$ cat config.mk
export PLATFORM = sky130hd
export DESIGN_NAME = card_number_luhn_classifier_top
export DESIGN_NICKNAME = d
export VERILOG_FILES = /design/src/cnlc_pkg.sv /design/src/cnlc_b2d.sv /design/src/cnlc_luhn.sv /design/src/card_number_luhn_classifier_top.sv
export SDC_FILE = /design/constraint.sdc
export NUM_CORES = 1
export LEC_CHECK = 0
export ABC_AREA = 1
export ABC_CLOCK_PERIOD_IN_PS = 3800
export BUFFER_PORTS_ARGS = -buffer_cell sky130_fd_sc_hd__buf_4
export CAP_MARGIN = 10
export CELL_PAD_IN_SITES_DETAIL_PLACEMENT = 0
export CELL_PAD_IN_SITES_GLOBAL_PLACEMENT = 2
export CORE_ASPECT_RATIO = 0.5
export CORE_MARGIN = 10
export CORE_UTILIZATION = 33
export CTS_BUF_LIST = sky130_fd_sc_hd__clkbuf_8
export CTS_CLUSTER_SIZE = 28
export DETAILED_ROUTE_END_ITERATION = 12
export GPL_ROUTABILITY_DRIVEN = 0
export PLACE_DENSITY_LB_ADDON = 0.1
export SYNTH_ARGS = -nofsm -noshare
export SYNTH_HDL_FRONTEND = slang
export SYNTH_HIERARCHICAL = 1
export SYNTH_SLANG_ARGS = --single-unit
$ cat constraint.sdc
create_clock -name clk -period 3.8 [get_ports clk]
set_input_delay 0.19 -clock clk [delete_from_list [all_inputs] [get_ports clk]]
set_output_delay 0.19 -clock clk [all_outputs]
set_load 0.02 [all_outputs]
$ cat src/cnlc_pkg.sv
package cnlc_pkg;

  localparam int CardW = 63;
  localparam int DigN  = 19;
  localparam int BcdW  = 4 * DigN;
  localparam int IdxW  = 5;
  localparam int ItW   = 6;
  localparam int CntW  = 5;

  localparam logic [ItW-1:0]  LastBit   = ItW'(CardW - 1);
  localparam logic [IdxW-1:0] LastDigit = IdxW'(DigN - 1);

  typedef logic [1:0] issuer_t;
  localparam issuer_t CLS_INVALID = 2'd0;
  localparam issuer_t CLS_FIFTEEN = 2'd1;
  localparam issuer_t CLS_SIXTEEN = 2'd2;
  localparam issuer_t CLS_FOUR    = 2'd3;

  typedef struct packed {
    logic              luhn_ok;
    logic [CntW-1:0]   digit_count;
    issuer_t           issuer_class;
  } cnlc_result_t;

  typedef struct packed {
    logic start;
    logic done;
  } cnlc_hs_t;

endpackage

$ cat src/cnlc_b2d.sv
module cnlc_b2d (
  input  logic                        clk,
  input  logic                        rst,
  input  logic                        start,
  input  logic [cnlc_pkg::CardW-1:0]  value,
  output logic                        done,
  output logic [cnlc_pkg::BcdW-1:0]   bcd
);
  import cnlc_pkg::*;

  logic             busy;
  logic [ItW-1:0]   cnt;
  logic [CardW-1:0] bin;
  logic [BcdW-1:0]  adj;

  // add-3 on each digit of five or more, then shift one binary bit in
  always_comb begin
    for (int i = 0; i < DigN; i++) begin
      if (bcd[i*4 +: 4] >= 4'd5) begin
        adj[i*4 +: 4] = bcd[i*4 +: 4] + 4'd3;
      end else begin
        adj[i*4 +: 4] = bcd[i*4 +: 4];
      end
    end
  end

  always_ff @(posedge clk) begin
    if (rst) begin
      busy <= 1'b0;
      done <= 1'b0;
      cnt  <= '0;
    end else begin
      done <= 1'b0;
      if (start) begin
        busy <= 1'b1;
        cnt  <= '0;
      end else if (busy) begin
        cnt <= cnt + ItW'(1);
        if (cnt == LastBit) begin
          busy <= 1'b0;
          done <= 1'b1;
        end
      end
    end
  end

  always_ff @(posedge clk) begin
    if (start) begin
      bin <= value;
      bcd <= '0;
    end else if (busy) begin
      bin <= {bin[CardW-2:0], 1'b0};
      bcd <= {adj[BcdW-2:0], bin[CardW-1]};
    end
  end

endmodule

$ cat src/cnlc_luhn.sv
module cnlc_luhn (
  input  logic                        clk,
  input  logic                        rst,
  input  logic                        start,
  input  logic [cnlc_pkg::BcdW-1:0]   bcd,
  output logic                        done,
  output cnlc_pkg::cnlc_result_t      result
);
  import cnlc_pkg::*;

  logic            busy;
  logic            fin;
  logic [IdxW-1:0] idx;
  logic [3:0]      sum;
  logic [CntW-1:0] count;
  logic [3:0]      dig;
  logic [3:0]      term;
  logic [4:0]      acc;
  logic [3:0]      sum_next;
  logic            ok;
  issuer_t         cls;

  assign dig = bcd[idx*4 +: 4];

  // even positions from the right are doubled, digit sum of the product
  always_comb begin
    if (idx[0]) begin
      if (dig >= 4'd5) begin
        term = 4'((5'(dig) << 1) - 5'd9);
      end else begin
        term = dig << 1;
      end
    end else begin
      term = dig;
    end
    acc = 5'(sum) + 5'(term);
    if (acc >= 5'd10) begin
      sum_next = 4'(acc - 5'd10);
    end else begin
      sum_next = acc[3:0];
    end
  end

  always_comb begin
    ok  = (sum == 4'd0);
    cls = CLS_INVALID;
    if (ok) begin
      unique if (count == CntW'(16)) begin
        if (bcd[60 +: 4] == 4'd5 && bcd[56 +: 4] >= 4'd1 && bcd[56 +: 4] <= 4'd5) begin
          cls = CLS_SIXTEEN;
        end else if (bcd[60 +: 4] == 4'd4) begin
          cls = CLS_FOUR;
        end
      end else if (count == CntW'(15)) begin
        if (bcd[56 +: 4] == 4'd3 && (bcd[52 +: 4] == 4'd4 || bcd[52 +: 4] == 4'd7)) begin
          cls = CLS_FIFTEEN;
        end
      end else if (count == CntW'(13)) begin
        if (bcd[48 +: 4] == 4'd4) begin
          cls = CLS_FOUR;
        end
      end else begin
        cls = CLS_INVALID;
      end
    end
  end

  always_ff @(posedge clk) begin
    if (rst) begin
      busy <= 1'b0;
      fin  <= 1'b0;
      done <= 1'b0;
      idx  <= '0;
    end else begin
      done <= 1'b0;
      fin  <= 1'b0;
      if (start) begin
        busy <= 1'b1;
        idx  <= '0;
      end else if (busy) begin
        idx <= idx + IdxW'(1);
        if (idx == LastDigit) begin
          busy <= 1'b0;
          fin  <= 1'b1;
        end
      end
      if (fin) begin
        done <= 1'b1;
      end
    end
  end

  always_ff @(posedge clk) begin
    if (start) begin
      sum   <= '0;
      count <= '0;
    end else if (busy) begin
      sum <= sum_next;
      if (dig != 4'd0) begin
        count <= CntW'(idx) + CntW'(1);
      end
    end
    if (fin) begin
      result.issuer_class <= cls;
      result.digit_count  <= count;
      result.luhn_ok      <= ok;
    end
  end

endmodule

$ cat src/card_number_luhn_classifier_top.sv
// Luhn mod-10 check and issuer class of one binary card number per request.
// An accepted number goes through a shift-and-add-3 binary to decimal
// converter, one bit a cycle, then one decimal digit a cycle is read from
// the least significant end to form the digit count and the Luhn sum, then
// the class is formed and registered. The result is loaded into the output
// register once that is free, and only then can the next request be taken.
// s_tready is low while a number is in work; a finished result waits in the
// output register and the next number may be taken meanwhile.
// Result codes: 0 invalid, 1 fifteen digits led by 34 or 37, 2 sixteen
// digits led by 51 to 55, 3 leading 4 with 13 or 16 digits.
module card_number_luhn_classifier_top (
  input  logic        clk,
  input  logic        rst,
  input  logic        s_tvalid,
  output logic        s_tready,
  input  logic [63:0] s_tdata,   // [62:0] card_number, [63] zero
  output logic        m_tvalid,
  input  logic        m_tready,
  output logic [7:0]  m_tdata    // [1:0] issuer_class, [6:2] digit_count, [7] luhn_ok
);
  import cnlc_pkg::*;

  typedef enum logic [3:0] {
    ST_IDLE = 4'b0001,
    ST_CONV = 4'b0010,
    ST_SCAN = 4'b0100,
    ST_OUT  = 4'b1000
  } state_t;

  state_t          state;
  state_t          state_next;
  cnlc_hs_t        conv_hs;
  cnlc_hs_t        scan_hs;
  logic [BcdW-1:0] bcd;
  cnlc_result_t    result;
  logic            load;

  assign s_tready      = (state == ST_IDLE);
  assign conv_hs.start = s_tvalid && s_tready;
  assign scan_hs.start = conv_hs.done;
  assign load          = (state == ST_OUT) && (!m_tvalid || m_tready);

  cnlc_b2d u_b2d (
    .clk   (clk),
    .rst   (rst),
    .start (conv_hs.start),
    .value (s_tdata[CardW-1:0]),
    .done  (conv_hs.done),
    .bcd   (bcd)
  );

  cnlc_luhn u_luhn (
    .clk    (clk),
    .rst    (rst),
    .start  (scan_hs.start),
    .bcd    (bcd),
    .done   (scan_hs.done),
    .result (result)
  );

  always_comb begin
    state_next = state;
    unique case (state)
      ST_IDLE: begin
        if (conv_hs.start) state_next = ST_CONV;
      end
      ST_CONV: begin
        if (conv_hs.done) state_next = ST_SCAN;
      end
      ST_SCAN: begin
        if (scan_hs.done) state_next = ST_OUT;
      end
      ST_OUT: begin
        if (load) state_next = ST_IDLE;
      end
      default: state_next = ST_IDLE;
    endcase
  end

  always_ff @(posedge clk) begin
    if (rst) begin
      state    <= ST_IDLE;
      m_tvalid <= 1'b0;
    end else begin
      state <= state_next;
      if (load) begin
        m_tvalid <= 1'b1;
      end else if (m_tready) begin
        m_tvalid <= 1'b0;
      end
    end
  end

  always_ff @(posedge clk) begin
    if (load) begin
      m_tdata <= result;
    end
  end

endmodule
==> results of run 1 <==
[layer usage]
layer / share of wire, % / vias up
met5: 0 / -
met4: 1.4 / 0
met3: 4.2 / 22
met2: 44 / 140
met1: 51 / 4170
li1: - / 4818
[repair_timing]
action	CTS	global route
gates cloned	0	1
resized for setup	19	42
pin swaps	4	23
hold buffers	65	0
setup endpoints to repair	3	3
endpoints found under the hold margin	68	0
buffers inserted	6	10
[worst register-to-register path, delay by kind of cell (launching register included)]
| kind | cells | cell delay, ps |
|---|---|---|
| AO/OA/AOI/OAI | 4 | 380 |
| buffers and inverters | 5 | 440 |
| flip-flops | 1 | 390 |
| adder cells (fa/ha/maj) | 3 | 810 |
| AND/OR/NAND/NOR | 16 | 1560 |
[area by class of cell]
type	count	share of cell area [%]
sequential	185	35.3
clock buffer	17	1.83
clock inverter	15	1.27
multi-input combinational	999	38.4
tap	399	3.91
timing repair buffer	222	14.7
inverter	152	4.57
[cells in the final DEF, fill, tap and decap left out, drive strengths merged, types with 2 or more instances in the layout]
master and n:
ha 49, dlygate4sd3 65, bufinv 2, or2 7, clkbuf 18, a211oi 2, a22oi 2, o21bai 2
buf 156, o21ai 104, xnor2 2, xor2 5, a31oi 2, o211ai 5, nor2 74, nand3 147
dfxtp 106, a21oi 18, inv 160, nand4 9, clkinv 4, nor3 6, edfxtp 79, o311ai 2
nand2 556, or3 2
[power groups by stage]
stage | clock network, W | registers (W) | logic [W]
after detailed placement | 0 | 0.00298 | 0.00209
after global routing | 0.00153 | 0.00299 | 0.00261
after floorplan | 0 | 0.00293 | 0.00146
final | 0.00139 | 0.00294 | 0.00230
after CTS | 0.00146 | 0.00294 | 0.00217
after global placement | 0 | 0.00298 | 0.00206
[state kept, by name, indices dropped and copies added, names as in the netlist, 4 cells and up]
register and count:
u_b2d/bcd 76, u_b2d/bin 63, m_tdata 8, u_luhn/result 8, u_b2d/cnt 6, u_luhn/count 5, u_luhn/idx 5, state 4
u_luhn/sum 4
[how the worst max path moves through the flow]
stage / startpoint / endpoint / slack (ps) / cells after the start
final: u_luhn/idx[0] / u_luhn/sum[2] / 90 / 28
after global routing: u_luhn/idx[0] / u_luhn/sum[2] / -80 / 28
after CTS: u_luhn/idx[1] / u_luhn/sum[1] / 10 / 28
after detailed placement: u_luhn/idx[0] / u_luhn/sum[1] / -290 / 28
after global placement: u_luhn/idx[0] / u_luhn/sum[1] / -150 / 30
after floorplan: u_luhn/idx[0] / u_luhn/sum[1] / 40 / 28
[cells by family (layout without fill, tap and decap cells)]
kind of cell,Yosys count,in the layout,synth area share [%]
AO/OA/AOI/OAI,137,137,7.35
adder cells (fa/ha/maj),50,50,6.24
AND/OR/NAND/NOR,805,805,32.9
flip-flops,185,185,44.3
buffers and inverters,199,406,8.61
XOR/XNOR,7,7,0.605
[Yosys cell counts (3+ instances only)]
library cell	number
a21oi_1	18
clkbuf_1	3
buf_6	10
inv_1	143
or2_2	5
nor2_4	3
nor2_2	9
o211ai_1	5
nand3_1	145
ha_1	49
nand4_1	9
edfxtp_1	79
nor2_1	62
xor2_1	5
nand2_2	3
dfxtp_1	106
inv_2	9
buf_4	4
nor3_1	6
buf_2	29
o21ai_0	102
nand2_1	553
[metrics by stage]
stage	util [%]	cells	setup slack, ps	power, W
3_5_place_dp	37.7	1875	-294	0.00507
5_1_grt	42.1	1989	-77.6	0.00713
2_1_floorplan	-	1383	37.9	0.00439
6_report	42.1	1989	89.7	0.00664
3_3_place_gp	37.7	1875	-145	0.00504
4_1_cts	41.4	1978	10.4	0.00658
==> impl_metrics.env, run 1 <==
export IMPL_rsz0062_at_grt="true"
export IMPL_cts_made_buffers=17
export IMPL_clk_pin_slew_ps=100
export IMPL_drive_above_1_share_pct=15.8
export IMPL_cts_tree="built"
export IMPL_leakagePower_nw=6.16
export IMPL_critPathMaxFanout=5
export IMPL_wl_per_cell_um=13.8
export IMPL_synth_seq_cells=185
export IMPL_grt_max_degree=67
export IMPL_synth_cell_types=39
export IMPL_synthArstFlopShare_pct=0
export IMPL_slowest_delay_ps=480
export IMPL_p_per_area_mw_per_mm2=520
export IMPL_r2r_slack_ps=90
export IMPL_clock_root_buffer="clkbuf_8"
export IMPL_use_met1_pct=19.3
export IMPL_synthFlopType="dfxtp_1"
export IMPL_holdWs_ps=112
export IMPL_synth_area_top_cells="edfxtp_1 23%, dfxtp_1 21%, nand2_1 20%"
export IMPL_worstHoldStart="s_tvalid"
export IMPL_drt_iter0_markers=508
export IMPL_critical_path_class="reg2reg"
export IMPL_drt_first_pass_iters=6
export IMPL_max_slew_margin_pct=50.9
export IMPL_net_switching_power_w=0.00247
export IMPL_cp_slowest_cell="fa_2"
export IMPL_cp_arrival_ps=4080
export IMPL_die_h_um=144
export IMPL_crit_family="simple AND/OR/NAND/NOR gates"
export IMPL_synthesis_area_mm2=0.0101
export IMPL_cp_end_kind="register"
export IMPL_hpwlAfterDp_mm=19.3
export IMPL_p_clk_share_pct=21.0
export IMPL_required_ps=4170
export IMPL_finalInstanceArea_mm2=0.0128
export IMPL_max_freq_mhz=270
export IMPL_p_seq_share_pct=44.3
export IMPL_worstReg2RegEnd="u_luhn/sum[2]"
export IMPL_final_nets=1695
export IMPL_multi_input_area_mm2=0.00490
export IMPL_min_period_over_period_pct=97.6
export IMPL_r2r_start="u_luhn/idx[0]"
export IMPL_clock_path_buffers=2
export IMPL_fp_dieW_um=268
export IMPL_area_growth_pct=25.8
export IMPL_antenna_found_initial=0
export IMPL_ir_worst_vdd_mv=0.277
export IMPL_n_antenna_cell=0
export IMPL_io_pins=78
export IMPL_slew_viol_final=0
export IMPL_skew_ps=18.9
export IMPL_yosys_area_top_type="edfxtp_1"
export IMPL_ff2ff_path_depth=28
export IMPL_core_area_mm2=0.0303
export IMPL_routed_wl_mm=27.5
export IMPL_maxCapViolations=0
export IMPL_hold_viol_final=0
export IMPL_min_path_cells=4
export IMPL_grt_pass1_vias=8594
export IMPL_p_int_w=0.00417
export IMPL_nFillCells=3134
export IMPL_hp_class="in2reg"
export IMPL_seqCellArea_mm2=0.00450
export IMPL_avgViaCountPerCell=4.60
export IMPL_yosys_warnings=6
export IMPL_met2_usage_pct=22.3
export IMPL_synth_cells=1383
export IMPL_fin_crit_ps=3710
export IMPL_num_vias=9150
export IMPL_holdPathEnd="state[0]"
export IMPL_fin_setup_tns_ps=0
export IMPL_place_area_mm2=0.0114
export IMPL_status="finished, final reports clean"
export IMPL_critPathBufInv=5
export IMPL_yosysSeqAreaShare_pct=44.3
export IMPL_grt_pass1_wl_mm=44.2
export IMPL_sw_frac_of_total_pct=37.2
export IMPL_start_util_pct=33.5
export IMPL_synth_top_area_share_pct=23.4
export IMPL_overflow=0
export IMPL_syn_avg_cell_area_um2=7.33
export IMPL_dieArea_mm2=0.0386
export IMPL_cts_sinks=185
export IMPL_drc=0
export IMPL_grtUsageTotal_pct=14.3
export IMPL_start_kind="register"
export IMPL_antenna_left=0
export IMPL_htreeDepth=4
export IMPL_synth_edff_count=79
export IMPL_clock_latency_ps=500
export IMPL_comb_power_share_pct=34.7
export IMPL_setup_viol=0
export IMPL_tightest_slew_ps=737
export IMPL_use_met3_pct=3.34
export IMPL_io_buffer_count=76
export IMPL_busiest_layer="met2"
export IMPL_syn_num_nets=1501
export IMPL_fp_row_count=45
No activity file was read; power rests on OpenSTA's default activity.
==> run 2: changes to the inputs <==
--- a/config.mk
+++ b/config.mk
@@ -7,18 +7,19 @@
 export LEC_CHECK = 0
 export ABC_AREA = 1
 export ABC_CLOCK_PERIOD_IN_PS = 3800
-export BUFFER_PORTS_ARGS = -buffer_cell sky130_fd_sc_hd__buf_4
 export CAP_MARGIN = 10
 export CELL_PAD_IN_SITES_DETAIL_PLACEMENT = 0
 export CELL_PAD_IN_SITES_GLOBAL_PLACEMENT = 2
 export CORE_ASPECT_RATIO = 0.5
 export CORE_MARGIN = 10
-export CORE_UTILIZATION = 33
+export CORE_UTILIZATION = 35
 export CTS_BUF_LIST = sky130_fd_sc_hd__clkbuf_8
 export CTS_CLUSTER_SIZE = 28
 export DETAILED_ROUTE_END_ITERATION = 12
+export DONT_BUFFER_PORTS = 1
 export GPL_ROUTABILITY_DRIVEN = 0
 export PLACE_DENSITY_LB_ADDON = 0.1
+export SLEW_MARGIN = 20
 export SYNTH_ARGS = -nofsm -noshare
 export SYNTH_HDL_FRONTEND = slang
 export SYNTH_HIERARCHICAL = 1
==> impl_metrics.env, run 2 (synthesized netlist as in run 1, its figures left out) <==
export IMPL_status="finished, final reports clean"
export IMPL_grt_pass1_vias=8543
export IMPL_io_buffer_count=0
export IMPL_place_ws_ps=-232
export IMPL_drt_first_pass_iters=4
export IMPL_avgViaCountPerCell=4.72
export IMPL_max_slew_margin_pct=49.0
export IMPL_hpwlAfterDp_mm=18.9
export IMPL_grt_pass1_wl_mm=44.1
export IMPL_grt_max_degree=66
export IMPL_drc=0
export IMPL_drive_above_1_share_pct=10.9
export IMPL_final_cell_mix="547 x nand2_1, 144 x nand3_1, 136 x inv_1"
export IMPL_required_ps=4220
export IMPL_largest_reg_flops=76
export IMPL_fp_row_count=43
export IMPL_hold_viol_final=0
export IMPL_io_pins=78
export IMPL_tightest_slew_ps=765
export IMPL_layout_setup_ws_ps=205
export IMPL_antenna_left=0
export IMPL_num_vias=8919
export IMPL_skew_ps=18.0
export IMPL_max_freq_mhz=278
export IMPL_antenna_found_initial=0
export IMPL_slew_viol_final=0
export IMPL_cp_arrival_ps=4020
export IMPL_dieArea_mm2=0.0366
export IMPL_cts_made_buffers=17
export IMPL_core_area_mm2=0.0281
export IMPL_clk_pin_slew_ps=110
export IMPL_reg_top3="u_b2d/bcd x76, u_b2d/bin x63"
export IMPL_largest_register="u_b2d/bcd"
export IMPL_routed_wl_mm=26.8
export IMPL_clock_latency_ps=490
export IMPL_htreeDepth=4
export IMPL_ir_worst_vdd_mv=0.279
export IMPL_clock_root_buffer="clkbuf_8"
export IMPL_critical_path_class="reg2reg"
export IMPL_p_per_area_mw_per_mm2=546
export IMPL_cp_end_kind="register"
export IMPL_fin_setup_tns_ps=0
export IMPL_leakagePower_nw=5.75
export IMPL_n_antenna_cell=0
export IMPL_setup_viol=0
export IMPL_hp_class="in2reg"
export IMPL_fp_dieW_um=261
export IMPL_cts_tree="built"
export IMPL_fin_cells=1889
export IMPL_maxCapViolations=0
export IMPL_cts_sinks=185
export IMPL_min_period_over_period_pct=94.6
export IMPL_die_h_um=140
export IMPL_area_growth_pct=19.3
export IMPL_start_util_pct=36.0
export IMPL_final_nets=1612
export IMPL_critPathMaxFanout=5
export IMPL_overflow=0
export IMPL_drt_iter0_markers=546
export IMPL_wl_per_cell_um=14.2
export IMPL_clock_path_buffers=2
export IMPL_layout_commonest_cell="nand2_1"
export IMPL_start_kind="register"
export IMPL_placed_cells=1784
export IMPL_grtUsageTotal_pct=14.8
export IMPL_fin_crit_ps=3590
run 2: timing repair:
action                                 in CTS  in global routing
pin swaps                                   4                 17
endpoints found under the hold margin      81                  0
gates cloned                                1                  0
setup endpoints to repair                   3                  3
gates resized for setup                    12                 33
setup buffers                               2                  3
hold buffers                               67                  0
run 2: final cells by class:
cell class                 count  area, um2
sequential                   185       4500
fill                        2868      16000
timing repair buffer         138       1220
multi-input combinational   1000       4880
tap                          382        478
clock inverter                15        199
inverter                     152        578
clock buffer                  17        234
run 2: worst paths after layout:
path,endpoint,slack (ps),depth (start not counted),from
setup reg to reg,u_luhn/sum[3],210,23,u_luhn/idx[1]
hold reg to reg,m_tdata[3],430,0,u_luhn/result[3]
hold / removal,u_b2d/bin[26],420,3,s_tdata[26]
setup / recovery,u_luhn/sum[3],210,23,u_luhn/idx[1]
run 2: worst max-delay path: stages, from the launching register on:
cell and delay (ps):
dfxtp_4 370, inv_4 90, buf_4 130, o21ai_0 70, o211ai_1 220, nand2_1 100, nand3_2 90, nand2_2 60
nand2_2 90, inv_2 50, ha_2 170, or2_4 230, nand2_4 70, nand2_2 60, nand2_2 70, o21ai_2 60
ha_2 190, inv_2 60, fa_2 440, buf_4 160, ha_4 150, buf_4 120, or3_1 360, a31oi_1 120
run 2: power breakdown:
group / switching [W] / internal [W] / total (W) / leakage (nW)
Combinational: 0.00143 / 0.000764 / 0.00220 / 3.91
Sequential: 0.000201 / 0.00274 / 0.00294 / 1.62
Clock: 0.000844 / 0.000624 / 0.00147 / 0.219
Total: 0.00248 / 0.00413 / 0.00661 / 5.75
run 2: per-stage QoR:
step / utilization, % / hold WS, ps / total power, W / cell area, um2
global route: 43.0 / 375 / 0.00713 / 12100
floorplan: - / 259 / 0.00439 / 10100
detailed placement: 38.5 / 264 / 0.00499 / 10800
CTS: 42.6 / 362 / 0.00657 / 12000
finish: 43.0 / 419 / 0.00661 / 12100
global placement: 38.5 / 262 / 0.00497 / 10800
run 2: metal layers:
layer  global-route usage (%)  wire length (um)
met1                     20.5             13900
met2                     22.6             11500
met3                     3.21              1160
met5                        0                 0
met4                     4.02               285
==> run 3: changes to the inputs <==
--- a/config.mk
+++ b/config.mk
@@ -12,7 +12,7 @@
 export CELL_PAD_IN_SITES_GLOBAL_PLACEMENT = 2
 export CORE_ASPECT_RATIO = 0.5
 export CORE_MARGIN = 10
-export CORE_UTILIZATION = 35
+export CORE_UTILIZATION = 36
 export CTS_BUF_LIST = sky130_fd_sc_hd__clkbuf_8
 export CTS_CLUSTER_SIZE = 28
 export DETAILED_ROUTE_END_ITERATION = 12
@@ -22,5 +22,4 @@
 export SLEW_MARGIN = 20
 export SYNTH_ARGS = -nofsm -noshare
 export SYNTH_HDL_FRONTEND = slang
-export SYNTH_HIERARCHICAL = 1
 export SYNTH_SLANG_ARGS = --single-unit
==> impl_metrics.env, run 3 <==
export IMPL_reg_top3="u_b2d.bcd x76, u_b2d.bin x63"
export IMPL_min_path_cells=2
export IMPL_syn_num_nets=1365
export IMPL_yosysSeqAreaShare_pct=45.9
export IMPL_hold_viol_final=0
export IMPL_final_nets=1469
export IMPL_grt_max_degree=64
export IMPL_grt_pass1_wl_mm=43.2
export IMPL_critPathMaxFanout=6
export IMPL_min_period_over_period_pct=99.7
export IMPL_fin_crit_ps=3790
export IMPL_synth_xor_area_share_pct=2.23
export IMPL_area_growth_pct=20.6
export IMPL_worst_path_stages=27
export IMPL_use_met1_pct=21.9
export IMPL_finalPower_w=0.00558
export IMPL_fp_dieW_um=253
export IMPL_synth_top_family_by_area="simple AND/OR/NAND/NOR gates"
export IMPL_maxCapViolations=0
export IMPL_yosys_area_top_type="edfxtp_1"
export IMPL_synth_compound_area_share_pct=14.9
export IMPL_layout_commonest_cell="nand2_1"
export IMPL_synth_area_top_cells="edfxtp_1 24%, dfxtp_1 22%, nand2_1 14%"
export IMPL_clock_latency_ps=510
export IMPL_drt_iter0_markers=561
export IMPL_max_slew_margin_pct=38.1
export IMPL_io_buffer_count=0
export IMPL_overflow=0
export IMPL_fin_cells=1714
export IMPL_synthesis_area_mm2=0.00980
export IMPL_skew_ps=19.5
export IMPL_tightest_slew_ps=927
export IMPL_cts_made_buffers=17
export IMPL_placed_cells=1598
export IMPL_ir_worst_vdd_mv=0.261
export IMPL_clock_root_buffer="clkbuf_8"
export IMPL_num_vias=8389
export IMPL_p_per_area_mw_per_mm2=472
export IMPL_max_freq_mhz=264
export IMPL_synth_common_cells="365 x nand2_1, 164 x inv_1, 106 x dfxtp_1"
export IMPL_htreeDepth=4
export IMPL_wl_per_cell_um=15.6
export IMPL_largest_register="u_b2d.bcd"
export IMPL_met2_usage_pct=24.1
export IMPL_synthFlopType="dfxtp_1"
export IMPL_synth_fa_ha_area_share_pct=6.84
export IMPL_grtUsageTotal_pct=15.7
export IMPL_setup_viol=0
export IMPL_avgViaCountPerCell=4.89
export IMPL_clock_path_buffers=2
export IMPL_critical_path_class="reg2reg"
export IMPL_slew_viol_final=0
export IMPL_cp_arrival_ps=4180
export IMPL_holdWs_ps=172
export IMPL_ff2ff_path_depth=27
export IMPL_drt_first_pass_iters=5
export IMPL_synth_edff_count=79
export IMPL_required_ps=4190
export IMPL_yosysMostFrequentCell="nand2_1"
export IMPL_cp_slowest_cell="fa_2"
export IMPL_core_area_mm2=0.0266
export IMPL_drive_above_1_share_pct=11.9
export IMPL_slowest_delay_ps=470
export IMPL_finalInstanceArea_mm2=0.0118
export IMPL_grt_pass1_vias=8239
export IMPL_place_area_mm2=0.0104
export IMPL_synthSimpleGateAreaFrac_pct=21.3
export IMPL_largest_reg_flops=76
export IMPL_synthArstFlopShare_pct=0
export IMPL_busiest_layer="met2"
export IMPL_leakagePower_nw=5.19
export IMPL_critPathBufInv=5
export IMPL_antenna_left=0
export IMPL_fin_setup_tns_ps=0
export IMPL_synth_top_area_share_pct=24.2
export IMPL_die_h_um=137
export IMPL_final_cell_mix="357 x nand2_1, 160 x inv_1, 104 x dfxtp_1"
export IMPL_antenna_found_initial=1
export IMPL_synth_cells=1244
export IMPL_status="finished, final reports clean"
export IMPL_use_met3_pct=3.09
export IMPL_crit_family="simple AND/OR/NAND/NOR gates"
export IMPL_cts_sinks=185
export IMPL_fp_row_count=42
export IMPL_yosys_warnings=0
export IMPL_dieArea_mm2=0.0346
export IMPL_rsz0062_at_grt="true"
export IMPL_drc=0
export IMPL_clk_pin_slew_ps=120
export IMPL_syn_avg_cell_area_um2=7.88
export IMPL_start_util_pct=36.8
export IMPL_start_kind="register"
export IMPL_crit_path_frequent_cell="nand2_2"
export IMPL_synth_seq_cells=185
export IMPL_routed_wl_mm=26.7
export IMPL_synth_area_mux_share_pct=0
export IMPL_cp_end_kind="register"
export IMPL_cts_tree="built"
export IMPL_hp_class="in2reg"
export IMPL_io_pins=78
export IMPL_synth_cell_types=45
export IMPL_hpwlAfterDp_mm=18.0
-- run 3: changes by cell type after synthesis, sizes merged, moves of 18 or more --
cell | before | now
a21oi | 18 | 80
o22ai | 0 | 28
nand2 | 556 | 368
clkbuf | 3 | 26
buf | 44 | 18
xor2 | 5 | 23
inv | 152 | 174
nand3 | 147 | 51
-- run 3: logic make-up (layout without fill, tap and decap cells) --
family / Yosys count / after routing
and+or+nand+nor: 513 / 513
AOI/OAI and AO/OA: 249 / 249
buffers and inverters: 219 / 336
DFF: 185 / 185
xor gates and xnor gates: 25 / 25
other: 0 / 1
adders and majority gates: 53 / 53
-- run 3: worst paths after layout --
| check | from | to | slack [ps] |
|---|---|---|---|
| setup / recovery | u_luhn.idx[0] | u_luhn.sum[2] | 10 |
| hold / removal | s_tvalid | state[1] | 170 |
| setup reg to reg | u_luhn.idx[0] | u_luhn.sum[2] | 10 |
| hold reg to reg | u_luhn.result[3] | m_tdata[3] | 430 |
-- run 3: layer usage --
layer	up-vias	wire length, um
met5	-	0
met4	0	289
met3	16	845
met2	123	11600
met1	3942	14000
li1	4308	-
-- run 3: metrics by stage --
stage                     util (%)  setup WS [ps]
after floorplan                  -            112
after global placement        39.1          -59.8
after detailed placement      39.1           -145
after CTS                     43.4           5.10
after global routing          44.4           -241
final                         44.4           11.6
-- run 3: what timing repair did --
| action | CTS | global route |
|---|---|---|
| buffers inserted | 5 | 10 |
| endpoints found under the hold margin | 76 | 0 |
| gates resized for setup | 19 | 45 |
| setup endpoints to repair | 3 | 3 |
| cloned | 1 | 0 |
| pin swaps | 7 | 23 |
| hold buffers | 67 | 0 |
-- run 3: cell type report --
| cell class | instances | area (um2) |
|---|---|---|
| Multi-Input combinational cell | 840 | 4630 |
| Clock inverter | 15 | 160 |
| Clock buffer | 17 | 234 |
| Inverter | 175 | 672 |
| Timing Repair Buffer | 129 | 1180 |
| Antenna cell | 1 | 2.50 |
| Tap cell | 352 | 440 |
| Sequential cell | 185 | 4500 |
| Fill cell | 2691 | 14800 |
-- run 3: where the power goes --
group / leakage [nW] / total (W) / internal (W) / switching (W)
clock network: 0.192 / 0.00138 / 0.000543 / 0.000833
registers: 1.62 / 0.00264 / 0.00250 / 0.000138
logic: 3.38 / 0.00156 / 0.000599 / 0.000962
total: 5.19 / 0.00558 / 0.00365 / 0.00193
